==> src/hw/rtl/fbpa_pkg.sv <==
// Shared types and constants for the fixed block pool allocator.
// Used by the free stack memory, the slot usage memory and the top level.
package fbpa_pkg;

  // Pool geometry
  localparam int unsigned POOL_SLOTS = 64;
  localparam int unsigned SLOT_AW    = $clog2(POOL_SLOTS);
  localparam int unsigned DEPTH_W    = $clog2(POOL_SLOTS + 1);

  // Fixed field widths of the transaction ports
  localparam int unsigned FUNC_W   = 1;
  localparam int unsigned SIZE_W   = 16;
  localparam int unsigned HANDLE_W = 6;
  localparam int unsigned STATUS_W = 2;
  localparam int unsigned LIVE_W   = 7;

  // Register reset value
  localparam logic [SIZE_W-1:0] MAX_BYTES_RESET = SIZE_W'(256);

  // Operation codes
  localparam logic [FUNC_W-1:0] FUNC_ALLOC   = 1'b0;
  localparam logic [FUNC_W-1:0] FUNC_RELEASE = 1'b1;

  // Status codes
  localparam logic [STATUS_W-1:0] STATUS_OK            = 2'd0;
  localparam logic [STATUS_W-1:0] STATUS_TOO_LARGE     = 2'd1;
  localparam logic [STATUS_W-1:0] STATUS_EXHAUSTED     = 2'd2;
  localparam logic [STATUS_W-1:0] STATUS_NOT_ALLOCATED = 2'd3;

  // Sequencer states
  typedef enum logic {
    ST_IDLE,
    ST_EXEC
  } state_e;

  // Free stack memory access
  typedef struct packed {
    logic              rd_en;
    logic [SLOT_AW-1:0] rd_addr;
    logic              wr_en;
    logic [SLOT_AW-1:0] wr_addr;
    logic [SLOT_AW-1:0] wr_data;
  } stk_req_t;

  // Slot usage memory access
  typedef struct packed {
    logic              rd_en;
    logic [SLOT_AW-1:0] rd_addr;
    logic              wr_en;
    logic [SLOT_AW-1:0] wr_addr;
    logic              wr_data;
  } use_req_t;

endpackage

==> src/hw/rtl/fbpa_stack_mem.sv <==
// Free stack memory: one write port, one registered read port.
// Depends on fbpa_pkg; an entry never written reads as its own index.
module fbpa_stack_mem (
  input  logic                         clk_i,
  input  logic                         rst_ni,
  input  fbpa_pkg::stk_req_t           req_i,
  output logic [fbpa_pkg::SLOT_AW-1:0] rd_data_o
);
  import fbpa_pkg::*;

  logic [SLOT_AW-1:0]    mem_q [POOL_SLOTS];
  logic [POOL_SLOTS-1:0] vld_q;
  logic [SLOT_AW-1:0]    raw_q;
  logic [SLOT_AW-1:0]    addr_q;
  logic                  vld_rd_q;

  // Write and read the storage array
  always_ff @(posedge clk_i) begin
    if (req_i.wr_en) begin
      mem_q[req_i.wr_addr] <= req_i.wr_data;
    end
    if (req_i.rd_en) begin
      raw_q  <= mem_q[req_i.rd_addr];
      addr_q <= req_i.rd_addr;
    end
  end

  // Track written entries; reset marks all as holding their index
  always_ff @(posedge clk_i or negedge rst_ni) begin
    if (!rst_ni) begin
      vld_q    <= '0;
      vld_rd_q <= 1'b0;
    end else begin
      if (req_i.wr_en) begin
        vld_q[req_i.wr_addr] <= 1'b1;
      end
      if (req_i.rd_en) begin
        vld_rd_q <= vld_q[req_i.rd_addr];
      end
    end
  end

  assign rd_data_o = vld_rd_q ? raw_q : addr_q;

endmodule

==> src/hw/rtl/fbpa_use_mem.sv <==
// Slot usage memory: one bit per slot, one write port, registered read.
// Depends on fbpa_pkg; an entry never written reads as free.
module fbpa_use_mem (
  input  logic               clk_i,
  input  logic               rst_ni,
  input  fbpa_pkg::use_req_t req_i,
  output logic               rd_data_o
);
  import fbpa_pkg::*;

  logic                  mem_q [POOL_SLOTS];
  logic [POOL_SLOTS-1:0] vld_q;
  logic                  raw_q;
  logic                  vld_rd_q;

  // Write and read the storage array
  always_ff @(posedge clk_i) begin
    if (req_i.wr_en) begin
      mem_q[req_i.wr_addr] <= req_i.wr_data;
    end
    if (req_i.rd_en) begin
      raw_q <= mem_q[req_i.rd_addr];
    end
  end

  // Track written entries; reset marks every slot free
  always_ff @(posedge clk_i or negedge rst_ni) begin
    if (!rst_ni) begin
      vld_q    <= '0;
      vld_rd_q <= 1'b0;
    end else begin
      if (req_i.wr_en) begin
        vld_q[req_i.wr_addr] <= 1'b1;
      end
      if (req_i.rd_en) begin
        vld_rd_q <= vld_q[req_i.rd_addr];
      end
    end
  end

  assign rd_data_o = vld_rd_q & raw_q;

endmodule

==> src/hw/rtl/fixed_block_pool_allocator_top.sv <==
// Fixed block pool allocator, top level; uses fbpa_pkg, fbpa_stack_mem, fbpa_use_mem.
// The result is registered: an accepted request is read from the memories, then decided
//   and written back in ST_EXEC, which waits while an earlier result is still unread.
//   No new request is taken until the current one has been written back.
// Reset: asynchronous, active low; all slots free, max size 256, no clearing
//   pass (per-entry valid bits clear at once).
module fixed_block_pool_allocator_top (
  input  logic                          clk_i,
  input  logic                          rst_ni,
  // configuration write
  input  logic                          cfg_valid_i,
  output logic                          cfg_ready_o,
  input  logic [fbpa_pkg::SIZE_W-1:0]   cfg_max_block_bytes_i,
  // request
  input  logic                          in_valid_i,
  output logic                          in_ready_o,
  input  logic [fbpa_pkg::FUNC_W-1:0]   func_i,
  input  logic [fbpa_pkg::SIZE_W-1:0]   request_size_i,
  input  logic [fbpa_pkg::HANDLE_W-1:0] slot_handle_i,
  // result
  output logic                          out_valid_o,
  input  logic                          out_ready_i,
  output logic [fbpa_pkg::HANDLE_W-1:0] granted_slot_o,
  output logic [fbpa_pkg::STATUS_W-1:0] status_o,
  output logic [fbpa_pkg::LIVE_W-1:0]   live_count_o
);
  import fbpa_pkg::*;

  state_e               state_q, state_d;
  logic [SIZE_W-1:0]    max_bytes_q;
  logic [FUNC_W-1:0]    func_q;
  logic [SIZE_W-1:0]    size_q;
  logic [HANDLE_W-1:0]  handle_q;
  logic [DEPTH_W-1:0]   free_depth_q, free_depth_d;
  logic                 out_valid_q, out_valid_d;
  logic [HANDLE_W-1:0]  granted_q, granted_d;
  logic [STATUS_W-1:0]  status_q, status_d;
  logic [LIVE_W-1:0]    live_q, live_d;

  logic                 in_accept;
  logic                 commit;
  logic [SLOT_AW-1:0]   stk_rd_data;
  logic                 use_rd_data;
  stk_req_t             stk_req;
  use_req_t             use_req;

  assign cfg_ready_o = 1'b1;
  assign in_ready_o  = (state_q == ST_IDLE);
  assign in_accept   = in_valid_i & in_ready_o;

  // Memories
  fbpa_stack_mem u_stack_mem (
    .clk_i     (clk_i),
    .rst_ni    (rst_ni),
    .req_i     (stk_req),
    .rd_data_o (stk_rd_data)
  );

  fbpa_use_mem u_use_mem (
    .clk_i     (clk_i),
    .rst_ni    (rst_ni),
    .req_i     (use_req),
    .rd_data_o (use_rd_data)
  );

  // Hold configuration register
  always_ff @(posedge clk_i or negedge rst_ni) begin
    if (!rst_ni) begin
      max_bytes_q <= MAX_BYTES_RESET;
    end else if (cfg_valid_i && cfg_ready_o) begin
      max_bytes_q <= cfg_max_block_bytes_i;
    end
  end

  // Capture the request fields of an accepted transaction
  always_ff @(posedge clk_i) begin
    if (in_accept) begin
      func_q   <= func_i;
      size_q   <= request_size_i;
      handle_q <= slot_handle_i;
    end
  end

  // Control and output registers
  always_ff @(posedge clk_i or negedge rst_ni) begin
    if (!rst_ni) begin
      state_q      <= ST_IDLE;
      free_depth_q <= DEPTH_W'(POOL_SLOTS);
      out_valid_q  <= 1'b0;
    end else begin
      state_q      <= state_d;
      free_depth_q <= free_depth_d;
      out_valid_q  <= out_valid_d;
    end
  end

  always_ff @(posedge clk_i) begin
    if (commit) begin
      granted_q <= granted_d;
      status_q  <= status_d;
      live_q    <= live_d;
    end
  end

  // Sequence: read on accept, decide and write back in ST_EXEC once the output register is free
  always_comb begin
    state_d      = state_q;
    free_depth_d = free_depth_q;
    commit       = 1'b0;
    granted_d    = '0;
    status_d     = STATUS_OK;

    stk_req.rd_en   = in_accept;
    stk_req.rd_addr = SLOT_AW'(free_depth_q - DEPTH_W'(1));
    stk_req.wr_en   = 1'b0;
    stk_req.wr_addr = SLOT_AW'(free_depth_q);
    stk_req.wr_data = SLOT_AW'(handle_q);

    use_req.rd_en   = in_accept;
    use_req.rd_addr = SLOT_AW'(slot_handle_i);
    use_req.wr_en   = 1'b0;
    use_req.wr_addr = SLOT_AW'(handle_q);
    use_req.wr_data = 1'b0;

    case (state_q)
      ST_IDLE: begin
        if (in_accept) begin
          state_d = ST_EXEC;
        end
      end
      ST_EXEC: begin
        // wait until the output register can take the result
        if (!out_valid_q || out_ready_i) begin
          commit  = 1'b1;
          state_d = ST_IDLE;
          if (func_q == FUNC_ALLOC) begin
            if (size_q > max_bytes_q) begin
              status_d = STATUS_TOO_LARGE;
            end else if (free_depth_q == '0) begin
              status_d = STATUS_EXHAUSTED;
            end else begin
              // pop the top slot and mark it in use
              free_depth_d    = free_depth_q - DEPTH_W'(1);
              granted_d       = HANDLE_W'(stk_rd_data);
              use_req.wr_en   = 1'b1;
              use_req.wr_addr = stk_rd_data;
              use_req.wr_data = 1'b1;
            end
          end else begin
            if (!(32'(handle_q) < 32'(POOL_SLOTS)) || !use_rd_data ||
                (free_depth_q == DEPTH_W'(POOL_SLOTS))) begin
              status_d = STATUS_NOT_ALLOCATED;
            end else begin
              // push the slot back and mark it free
              free_depth_d  = free_depth_q + DEPTH_W'(1);
              stk_req.wr_en = 1'b1;
              use_req.wr_en = 1'b1;
            end
          end
        end
      end
      default: begin
        state_d = ST_IDLE;
      end
    endcase

    live_d      = LIVE_W'(DEPTH_W'(POOL_SLOTS) - free_depth_d);
    out_valid_d = commit | (out_valid_q & ~out_ready_i);
  end

  assign out_valid_o    = out_valid_q;
  assign granted_slot_o = granted_q;
  assign status_o       = status_q;
  assign live_count_o   = live_q;

`ifndef SYNTH
  // The free stack never holds more entries than the pool has slots
  a_depth_bound: assert property (@(posedge clk_i) disable iff (!rst_ni)
    free_depth_q <= DEPTH_W'(POOL_SLOTS))
    else $error("free stack depth beyond pool size");

  // A successful allocate pops exactly one entry
  a_alloc_pop: assert property (@(posedge clk_i) disable iff (!rst_ni)
    (commit && func_q == FUNC_ALLOC && status_d == STATUS_OK) |=>
    free_depth_q == $past(free_depth_q) - DEPTH_W'(1))
    else $error("allocate did not pop the free stack");

  // An accepted transaction always moves the sequencer to ST_EXEC in the next cycle
  a_accept_exec: assert property (@(posedge clk_i) disable iff (!rst_ni)
    in_accept |=> state_q == ST_EXEC)
    else $error("accepted transaction not evaluated");

  // Reported live count agrees with the free stack depth after commit
  a_live_count: assert property (@(posedge clk_i) disable iff (!rst_ni)
    commit |=> live_count_o == LIVE_W'(DEPTH_W'(POOL_SLOTS) - free_depth_q))
    else $error("live count does not match free stack depth");
`endif

endmodule

==> config.mk <==
export PLATFORM = sky130hd
export DESIGN_NAME = fixed_block_pool_allocator_top
export DESIGN_NICKNAME = d
export VERILOG_FILES = /design/src/hw/rtl/fbpa_pkg.sv /design/src/hw/rtl/fbpa_stack_mem.sv /design/src/hw/rtl/fbpa_use_mem.sv /design/src/hw/rtl/fixed_block_pool_allocator_top.sv
export SDC_FILE = /design/constraint.sdc
export NUM_CORES = 1
export LEC_CHECK = 0
export ABC_AREA = 0
export BUFFER_PORTS_ARGS = -buffer_cell sky130_fd_sc_hd__buf_4
export CAP_MARGIN = 20
export CORE_MARGIN = 1.5
export CORE_UTILIZATION = 48
export DETAILED_ROUTE_END_ITERATION = 16
export GPL_TIMING_DRIVEN = 0
export HOLD_SLACK_MARGIN = 0.08
export PLACE_DENSITY = 0.74
export SKIP_CTS_REPAIR_TIMING = 1
export SLEW_MARGIN = 20
export SYNTH_ARGS = -nofsm -noshare
export SYNTH_HDL_FRONTEND = slang
export SYNTH_SLANG_ARGS = --single-unit
==> constraint.sdc <==
create_clock -name clk_i -period 10.95 [get_ports clk_i]
set_input_delay 0.5475 -clock clk_i [delete_from_list [all_inputs] [get_ports clk_i]]
set_output_delay 0.5475 -clock clk_i [all_outputs]
set_load 0.05 [all_outputs]
* Word level (Yosys, flattened, before mapping) *
Memory sizes are Yosys's and may differ from the RTL's. A register that Yosys moved wholly into a read port is not among the register bits.
Index checks and enable logic that the tools add are counted.
W data, S select, Z words.

word-level totals
  bits in registers = 199
  bits in writable memories = 448
  input port bits = 44
  output and inout bits = 18
  word-level logic and storage cells = 84
  memories = 2

memories
  memory             words  bits a word  read ports  clocked after Yosys merged registers in  write ports  RTL line              RTL
  u_stack_mem.mem_q  64     6            1           1                                        1            fbpa_stack_mem.sv:11  logic [SLOT_AW-1:0] mem_q [POOL_SLOTS];
  u_use_mem.mem_q    64     1            1           1                                        1            fbpa_use_mem.sv:11    logic mem_q [POOL_SLOTS];

cells by class
  $add $sub $neg = 3
  magnitude comparators = 7
  equality and inequality tests = 1
  mux-type cells = 38
  bitwise operators = 9
  reductions and logical operators = 9

operators by type and width
  kind                   count
  $or A64 B64 Y64        2
  $mux W7                7
  $mux W8                4
  $lt A6 B7 Y1 const B   4
  $mux W1                17
  $gt A16 B16 Y1         1
  $bmux W1 S6            2
  $demux W1 S6           2
  $ge A6 B1 Y1 const B   2
  $mux W2                4
  $add A7 B1 Y7 const B  1
  $eq A7 B7 Y1 const B   1
  $logic_not A7 Y1       1
  $sub A7 B1 Y7 const B  1
  $sub A7 B7 Y7 const A  1
  $mux W6                1
  $reduce_or A5 Y1       1
  $and A1 B1 Y1          3
  $not A1 Y1             3
  $logic_and A1 B1 Y1    2
  $logic_not A1 Y1       2
  $logic_or A1 B1 Y1     2
  $pmux W1 S2            1
  $reduce_and A2 Y1      1
  $or A1 B1 Y1           1

* Depth between registers and ports, before layout *
Gate-level depths: netlist of the first run.

  depth after elaboration = 12
  gate-level depth with buffers = 16
  mapped depth without buffers = 13

* Hierarchy *
From an unflattened synthesis of the first run, not the netlist that was laid out.

unflattened totals
  cell total of the unflattened synthesis = 1577
  area total of the unflattened synthesis = 26609.3 µm²

by module, submodules not included
  module                          instances  cells each  area each (µm²)  sequential area each (µm²)
  fbpa_stack_mem                  1          921         17983.5          13518.0
  fbpa_use_mem                    1          366         5444.0           3578.4
  fixed_block_pool_allocator_top  1          290         3181.8           1769.2

* Least setup slack after synthesis of the first run *
No wires, ideal clock.

  path type = reg2reg
  start = register free_depth_q[0]
  end = register u_stack_mem.raw_q[0] (read register of u_stack_mem.mem_q) (data pin)
  library setup time = 0.271 ns
  data arrival time = 3.737 ns
  data required time = 10.679 ns
  path slack = 6.942 ns
  stages on the path, launching flop included = 14
  period minus slack after synthesis = 4.008 ns
  cells stage by stage = dfrtp_1 buf_2 buf_2 buf_2 inv_1 ha_1 clkbuf_1 buf_2 buf_1 buf_1 mux4_2 mux4_2 mux2i_1 a21oi_1

RTL lines
  what                      RTL line                              RTL
  start: declaration        fixed_block_pool_allocator_top.sv:34  logic [DEPTH_W-1:0] free_depth_q, free_depth_d;
  start signal: assignment  fixed_block_pool_allocator_top.sv:88  free_depth_q <= DEPTH_W'(POOL_SLOTS);
  start signal: assignment  fixed_block_pool_allocator_top.sv:92  free_depth_q <= free_depth_d;
  end: declaration          fbpa_stack_mem.sv:13                  logic [SLOT_AW-1:0] raw_q;

==> impl_results.md, run 1 <==
- Pint: 5.27 mW
- Synth Cell Area: 26,800 µm²
- Post-route cell area: approximately 30,000 µm²
- Vias post-DR: between 10,000 and 15,000
- Final worst-path cycle share: between 50 and 60%
- Xor and xnor area share after synthesis: 0.360%
- Reg clk slew, reported paths: 60 ps
- Seq/Total Area, Yosys: 70.4%
- Layout filler cell count: 4,085
- CTS H-tree depth: 3
- Total routed wirelength: between 60,000 and 70,000 µm
- DR iter-0 viols: 1,604
- DP Worst Slack: around 5300 ps
- CP dominant cell by count: buf_2
- Port Buf Inserts: 60
- Worst reg2reg setup slack: 5320 ps
- FF+latch count, synth: 654
- Fin Clk Skew: slightly below 20 ps
- Mapped Cells: about 1,500
- Die width: between 200 and 250 µm
- Clock Path Buffers: 3
- Post-DP HPWL: roughly 40,000 µm
- Worst slew margin: 27.6%
- DR vias/cell: between 5 and 6
- Global route overflow: 0
- Die area: 57,300 µm²
- Clk_lat worst skew: ~610 ps
- Final min period: 5630 ps
- Worst Hold Depth: 1
- RSZ-0062 raised after global routing: no
- GRT Total Usage: between 20% and 30%
- IO Pins: 62
- TritonCTS clock tree: yes
- Multiplexer area fraction after synthesis: 15.9%
- Switching fraction of total power: 31.9%
- Initial Util: roughly 49%
- Worst-Margin Slew: about 1100 ps
- Crit-path slowest cell: buf_1
- Proportion of power drawn by flip-flops and latches: 39.6%
- Most frequent cells in the layout: 499 x edfxtp_1, 182 x mux4_2, 153 x dfrtp_1
- Syn avg cell area: 18.1 µm²
- Area leader, netlist: edfxtp_1
- 1st-pass router iterations: 6
- Ys async rst share: around a quarter
- Worst setup SP type: flip-flop
- WP data arrival: between 5000 and 6000 ps
- Combinational share of power: about a third
- Nets: approximately 1,700
- Final setup viols: 0
- Reg area: 18,900 µm²
- Worst r2r src: free_depth_q[0]$_DFF_PN0_
- Worst min-delay path category: primary input to flip-flop
- Reg2reg end: u_stack_mem.raw_q[5]$_DFFE_PP_
- Routed len/inst: between 20 and 25 µm
- Setup CP Type: flip-flop to flip-flop
- Status: finished clean
- Clock group share of total power: between 20% and 30%
- Yosys top cell area share: between 50 and 60%
- Hold Path End: size_q[2]$_DFFE_PP_
- Die Ht: 239 µm
- Slowest Stage Delay on Critical Path: about 630 ps
- Area Growth Syn to Fin: 14.5%
- Worst reg2reg path depth: 13
- Core Rows: 86
- Top FF cell, synth: edfxtp_1
- Placer Congestion: 0.872
- Placement Cell Area: approximately 29,000 µm²
- Critical Path Sink Type: flip-flop
- Max-slew violations: 0
- Worst Path Required: roughly 11,000 ps
- Net switching power figure: 2.47 mW
- Synth top area cells: edfxtp_1 56%, mux4_2 15%, dfrtp_1 14%
- Multi-input gate area: ~7400 µm²
- Largest family of logic cells by synthesized area: multiplexers
- CTS Buf Count: 66
- Max FO, Critical Path: 10
- Post-synthesis compound-gate area fraction: 4.39%
- Antenna viol nets, final: 0
- Global-route wire length before repair: just over 90,000 µm
- Max Fclk: roughly 180 MHz
- Adder-cell share of the synthesized area: less than 1%
- Fraction of the mapped netlist area in simple logic gates: 6.00%
- Total of max-cap violations: 0
- Synthesized Nets: 1,546
- Core area: 55,100 µm²
- CTS root buf: clkbuf_16
- Hold path startpoint: request_size_i[2]
- Pin count of the biggest net entering global routing: 83
- Most common cell after layout, fill and taps aside: edfxtp_1
- Initial antenna violation count: 1
- Vias in the first global route: roughly 15,000
- Leakage: approximately 11 nW
- TNS Setup: 0 ps
- Ys Warns: 0
- Crit path cell chain: buf_2 -> buf_2 -> buf_2 -> inv_1 -> ha_1 -> clkbuf_1 -> buf_2 -> buf_1 -> clkbuf_1 -> mux4_2 -> mux4_2 -> mux2i_1 -> a21oi_1
- Share of layout cells above drive strength 1: a little under 30%
- Peak VDD IR: approximately 0.15 mV
- Sink Count: between 600 and 700
- PD cells: 252 nW/µm²
- Number of remaining DRC errors: 0
- Final worst slack: around 5300 ps
- # diodes: 0
- Post-synth cell types: 68
- Final hold viol count: 0
- Post-synth EDFFs: roughly 500
[stage by stage]
stage	util, %	hold slack [ps]	instances	power (mW)
after floorplan	-	252	1482	4.74
after global placement	51.2	445	2290	5.46
after detailed placement	51.9	448	2310	5.55
after CTS	55.7	-39.7	2430	7.76
after global routing	55.7	97.6	2431	8.01
final	55.7	119	2431	7.74
[routing by layer]
layer / routed length, µm / GRT usage (%) / up-vias
met1: 24300 / 29.1 / 7539
met3: 4630 / 4.38 / 117
li1: - / - / 6100
met4: 1490 / 6.77 / 2
met5: 8 / 0 / -
met2: 29800 / 35.6 / 616
[cell type report]
class,instances,area share (%)
Buffer,81,1.26
Clock buffer,88,5.89
Clock inverter,32,0.979
Inverter,38,0.465
Multi-Input combinational cell,709,24.1
Sequential cell,654,61.5
Tap cell,748,3.05
Timing Repair Buffer,81,2.72
[kinds of logic after synthesis]
| kind of cell | Yosys count |
|---|---|
| flops | 654 |
| simple gates | 326 |
| compound gates | 153 |
| buf+inv | 119 |
| mux | 198 |
| xor+xnor | 11 |
| other cells | 1 |
| fa+ha+maj | 20 |
[registers in the layout, indices dropped and copies added (netlist names), 2 cells and up]
register and flops:
u_stack_mem.vld_q 64, u_use_mem.vld_q 64, size_q 16, handle_q 6, u_stack_mem.addr_q 6, granted_slot_o 6
u_stack_mem.mem_q 384, u_use_mem.mem_q 64, max_bytes_q 16, u_stack_mem.raw_q 6, free_depth_q 7, status_o 2
live_count_o 7
[power groups by stage]
stage	sequential, mW	combinational (mW)	clock [mW]
global placement	3.16	2.30	0
CTS	3.06	2.46	2.23
floorplan	3.18	1.55	0
global route	3.08	2.60	2.33
detailed placement	3.10	2.45	0
finish	3.06	2.47	2.21
[synthesized netlist by cell type (3+ instances only)]
master / count
o32ai_1: 3
mux4_2: 182
buf_2: 28
buf_6: 5
a211oi_1: 7
o21bai_1: 62
nor3_1: 12
o22ai_1: 3
a32oi_1: 4
nand2_1: 41
a21oi_1: 21
xnor2_1: 7
nor4_2: 4
nor2b_1: 12
edfxtp_1: 499
ha_1: 20
a41oi_1: 3
a31oi_2: 5
inv_1: 36
dfrtp_1: 153
buf_4: 3
nor2_1: 147
o21ai_0: 21
mux2_2: 4
nor4_1: 3
buf_1: 13
or2_2: 64
or3_1: 8
clkbuf_1: 32
mux2i_1: 12
nand3_1: 12
xor2_1: 4
nand2b_1: 6
[worst max-delay path by stage]
stage	startpoint	end	slack [ps]	cells past startpoint
2_1_floorplan	free_depth_q[0]$_DFF_PN0_	u_stack_mem.raw_q[0]$_DFFE_PP_	6940	13
3_3_place_gp	free_depth_q[0]$_DFF_PN0_	u_stack_mem.raw_q[2]$_DFFE_PP_	5380	13
3_5_place_dp	free_depth_q[0]$_DFF_PN0_	u_stack_mem.raw_q[3]$_DFFE_PP_	5290	13
4_1_cts	free_depth_q[0]$_DFF_PN0_	u_stack_mem.raw_q[3]$_DFFE_PP_	5230	13
5_1_grt	free_depth_q[0]$_DFF_PN0_	u_stack_mem.raw_q[1]$_DFFE_PP_	5010	13
6_report	free_depth_q[0]$_DFF_PN0_	u_stack_mem.raw_q[5]$_DFFE_PP_	5320	13
[critical path, delay by kind of cell (launching register included)]
family          cells  cell delay, ps
fa+ha+maj           1             320
buf+inv             8            3460
compound gates      1              90
mux                 3            1140
flops               1             340
Note: power is estimated with default switching activity, not from simulation.
==> run 2: changes to the inputs <==
--- a/config.mk
+++ b/config.mk
@@ -13,7 +13,7 @@
 export DETAILED_ROUTE_END_ITERATION = 16
 export GPL_TIMING_DRIVEN = 0
 export HOLD_SLACK_MARGIN = 0.08
-export PLACE_DENSITY = 0.74
+export PLACE_DENSITY = 0.76
 export SKIP_CTS_REPAIR_TIMING = 1
 export SLEW_MARGIN = 20
 export SYNTH_ARGS = -nofsm -noshare
==> constraint.sdc (replaced) <==
create_clock -name clk_i -period 4.7 [get_ports clk_i]
set_input_delay 0.235 -clock clk_i [delete_from_list [all_inputs] [get_ports clk_i]]
set_output_delay 0.235 -clock clk_i [all_outputs]
set_load 0.05 [all_outputs]
==> run 2 against run 1 <==
Compared with the run above: clock skew increased by 9.9 ps; combinational power is 130% higher; critical path type unchanged; final cell count increased by 1.5%; via count up 0.77%; critical endpoint is now u_stack_mem.raw_q[3]$_DFFE_PP_; global-route usage shrank 0.41 points; highest routed layer is now met4.
==> impl_results.md, run 2 (same netlist as run 1, synthesis figures left out) <==
- Status: finished clean
- Fin Clk Skew: 29.8 ps (+9.93 ps)
- Die Ht: 239 µm (unchanged)
- Final min period: 4490 ps (-1150 ps)
- CTS root buf: clkbuf_16
- DR iter-0 viols: 1,596 (-0.50%)
- Routed len/inst: 24.5 µm (-1.2%)
- Clock group share of total power: 27.4% (-1.1 points)
- Most frequent cells in the layout: 499 x edfxtp_1, 182 x mux4_2, 153 x dfrtp_1
- Total routed wirelength: 60,400 µm (+0.27%)
- Global route overflow: 0 (unchanged)
- IO Pins: 62 (unchanged)
- Worst slew margin: 33.7% (+6.1 points)
- Vias in the first global route: 14,800 (-0.094%)
- Post-DP HPWL: 39,600 µm (-2.3%)
- Buf/Inv on CP: 6 (-2)
- Critical Path Sink Type: flip-flop
- Crit path cell chain: buf_2 -> clkbuf_4 -> clkbuf_4 -> inv_1 -> ha_2 -> buf_2 -> clkbuf_2 -> mux4_2 -> mux4_2 -> a211oi_1 -> a21oi_1
- Die width: 239 µm (unchanged)
- Total of max-cap violations: 0 (unchanged)
- Antenna viol nets, final: 0 (unchanged)
- Max Fclk: 223 MHz (+26%)
- TNS Setup: 0 ps (unchanged)
- CTS Buf Count: 61 (-7.6%)
- Worst Path Required: 5050 ps (-6240 ps)
- Reg2reg end: u_stack_mem.raw_q[3]$_DFFE_PP_
- Worst-Margin Slew: 995 ps (-91.8 ps)
- GRT Total Usage: 21.2% (-0.41 points)
- Max-slew violations: 0 (unchanged)
- Worst r2r src: free_depth_q[0]$_DFF_PN0_
- Final worst slack: 211 ps (-5100 ps)
- Share of layout cells above drive strength 1: 29.3% (+0.20 points)
- Reg area: 18,900 µm² (unchanged)
- RSZ-0062 raised after global routing: no
- Proportion of power drawn by flip-flops and latches: 40.1% (+0.5 points)
- Global-route wire length before repair: 90,700 µm (-0.69%)
- Setup CP Type: flip-flop to flip-flop
- Largest register FFs: 384 (unchanged)
- Worst min-delay path category: primary input to flip-flop
- Pint: 12.0 mW (+130%)
- Peak VDD IR: 0.287 mV (+87%)
- Port Buf Inserts: 60 (unchanged)
- Worst setup SP type: flip-flop
- Final non-filler cell total: 2,467 (+1.5%)
- DP Worst Slack: -875 ps (-6160 ps)
- Most common cell after layout, fill and taps aside: edfxtp_1
- Multi-input gate area: 7410 µm² (about the same)
- DR vias/cell: 5.87 (-0.70%)
- Combinational share of power: 32.5% (+0.6 points)
- Slowest Stage Delay on Critical Path: 540 ps (-90 ps)
- TritonCTS clock tree: yes
- Initial antenna violation count: 0 (-1)
- Final setup viols: 0 (unchanged)
- WP data arrival: 4830 ps (-1150 ps)
- Most flops, register: u_stack_mem.mem_q
- Final worst-path cycle share: 95.5% (+44 points)
- CP startpoint: free_depth_q[0]$_DFF_PN0_
- Number of remaining DRC errors: 0 (unchanged)
- Reg clk slew, reported paths: 60 ps (about the same)
- Sink Count: 654 (unchanged)
- Max FO, Critical Path: 10 (unchanged)
- Switching fraction of total power: 32.3% (+0.39 points)
- Worst reg2reg path depth: 11 (-2)
- CTS H-tree depth: 2 (-1)
- Top delay family on crit path: buffers and inverters
- CP endpoint: u_stack_mem.raw_q[3]$_DFFE_PP_
- Leakage: 11.1 nW (+1.2%)
- Util after Layout: 56.2% (+0.55 points)
- Die area: 57,300 µm² (unchanged)
- # diodes: 0 (unchanged)
- Pin count of the biggest net entering global routing: 91 (+9.6%)
- Final hold viol count: 0 (unchanged)
- Core Rows: 86 (unchanged)
- Clk_lat worst skew: 640 ps (+30 ps)
- Nets: 1,731 (+2.1%)
- Initial Util: 48.6% (unchanged)
- Net switching power figure: 5.74 mW (+130%)
- 1st-pass router iterations: 5 (-1)
- Clock Path Buffers: 3 (unchanged)
- Layout filler cell count: 4,046 (-0.95%)
- Core area: 55,100 µm² (unchanged)
- Vias post-DR: 14,500 (+0.77%)
- Area Growth Syn to Fin: 15.6%
- Placed Instances: 2,310 (unchanged)
- PD cells: 574 nW/µm² (+130%)
- Placer Congestion: 0.885 (+1.6%)
- Crit-path slowest cell: mux4_2
- Worst reg2reg setup slack: 210 ps (-5100 ps)
- Crit path depth: 11 (-2)
run 2: cell types whose count changed in the layout (fill, tap and decap cells not counted), moves of 5 or more:
cell	before	now
clkbuf_1	49	38
clkbuf_16	68	61
clkbuf_4	0	7
clkinv_4	0	5
dlygate4sd3_1	1	43
run 2: layout make-up:
class	instances	share of cell area, %
Tap cell	748	3.02
Inverter	38	0.460
Buffer	80	1.34
Multi-Input combinational cell	709	23.9
Timing Repair Buffer	123	3.99
Clock inverter	40	1.23
Sequential cell	654	60.9
Clock buffer	75	5.16
run 2: metrics by stage:
step                      power (mW)  hold slack [ps]  cell area [µm²]
after floorplan                 11.0            -60.6            26800
after global placement          12.7              415            28200
after detailed placement        12.9              294            28500
after CTS                       17.8             -378            30500
after global routing            18.4              196            31000
final                           17.8              147            31000
run 2: worst min path at each step:
| stage | slack (ps) | endpoint | depth (start not counted) | startpoint |
|---|---|---|---|---|
| floorplan | -60 | free_depth_q[0]$_DFF_PN0_ | 0 | rst_ni |
| global placement | 410 | size_q[11]$_DFFE_PP_ | 1 | request_size_i[11] |
| detailed placement | 290 | max_bytes_q[9]$_DFFE_PN0P_ | 1 | rst_ni |
| CTS | -380 | max_bytes_q[9]$_DFFE_PN0P_ | 1 | rst_ni |
| global route | 200 | max_bytes_q[15]$_DFFE_PN0P_ | 4 | cfg_valid_i |
| finish | 150 | max_bytes_q[8]$_DFFE_PN1P_ | 4 | cfg_valid_i |
run 2: worst reg2reg max path, cell delays in order (launching register included):
cell,delay (ps)
dfrtp_1,360
buf_2,300
clkbuf_4,360
clkbuf_4,320
inv_1,180
ha_2,490
buf_2,410
clkbuf_2,380
mux4_2,390
mux4_2,540
a211oi_1,400
a21oi_1,90
run 2: layer usage:
metal	track usage, %	routed length [µm]	share of wire (%)	vias to the layer above
li1	-	-	-	6174
met1	28.8	23800	39	7514
met2	35.3	30600	51	696
met3	3.94	4620	7.6	101
met4	5.91	1340	2.2	0
met5	0	0	0	-
run 2: power groups by stage:
stage	logic, mW	registers (mW)	clock network (mW)
floorplan	3.61	7.42	0
global placement	5.33	7.36	0
detailed placement	5.66	7.23	0
CTS	5.72	7.12	4.92
global route	6.09	7.17	5.14
finish	5.79	7.13	4.86
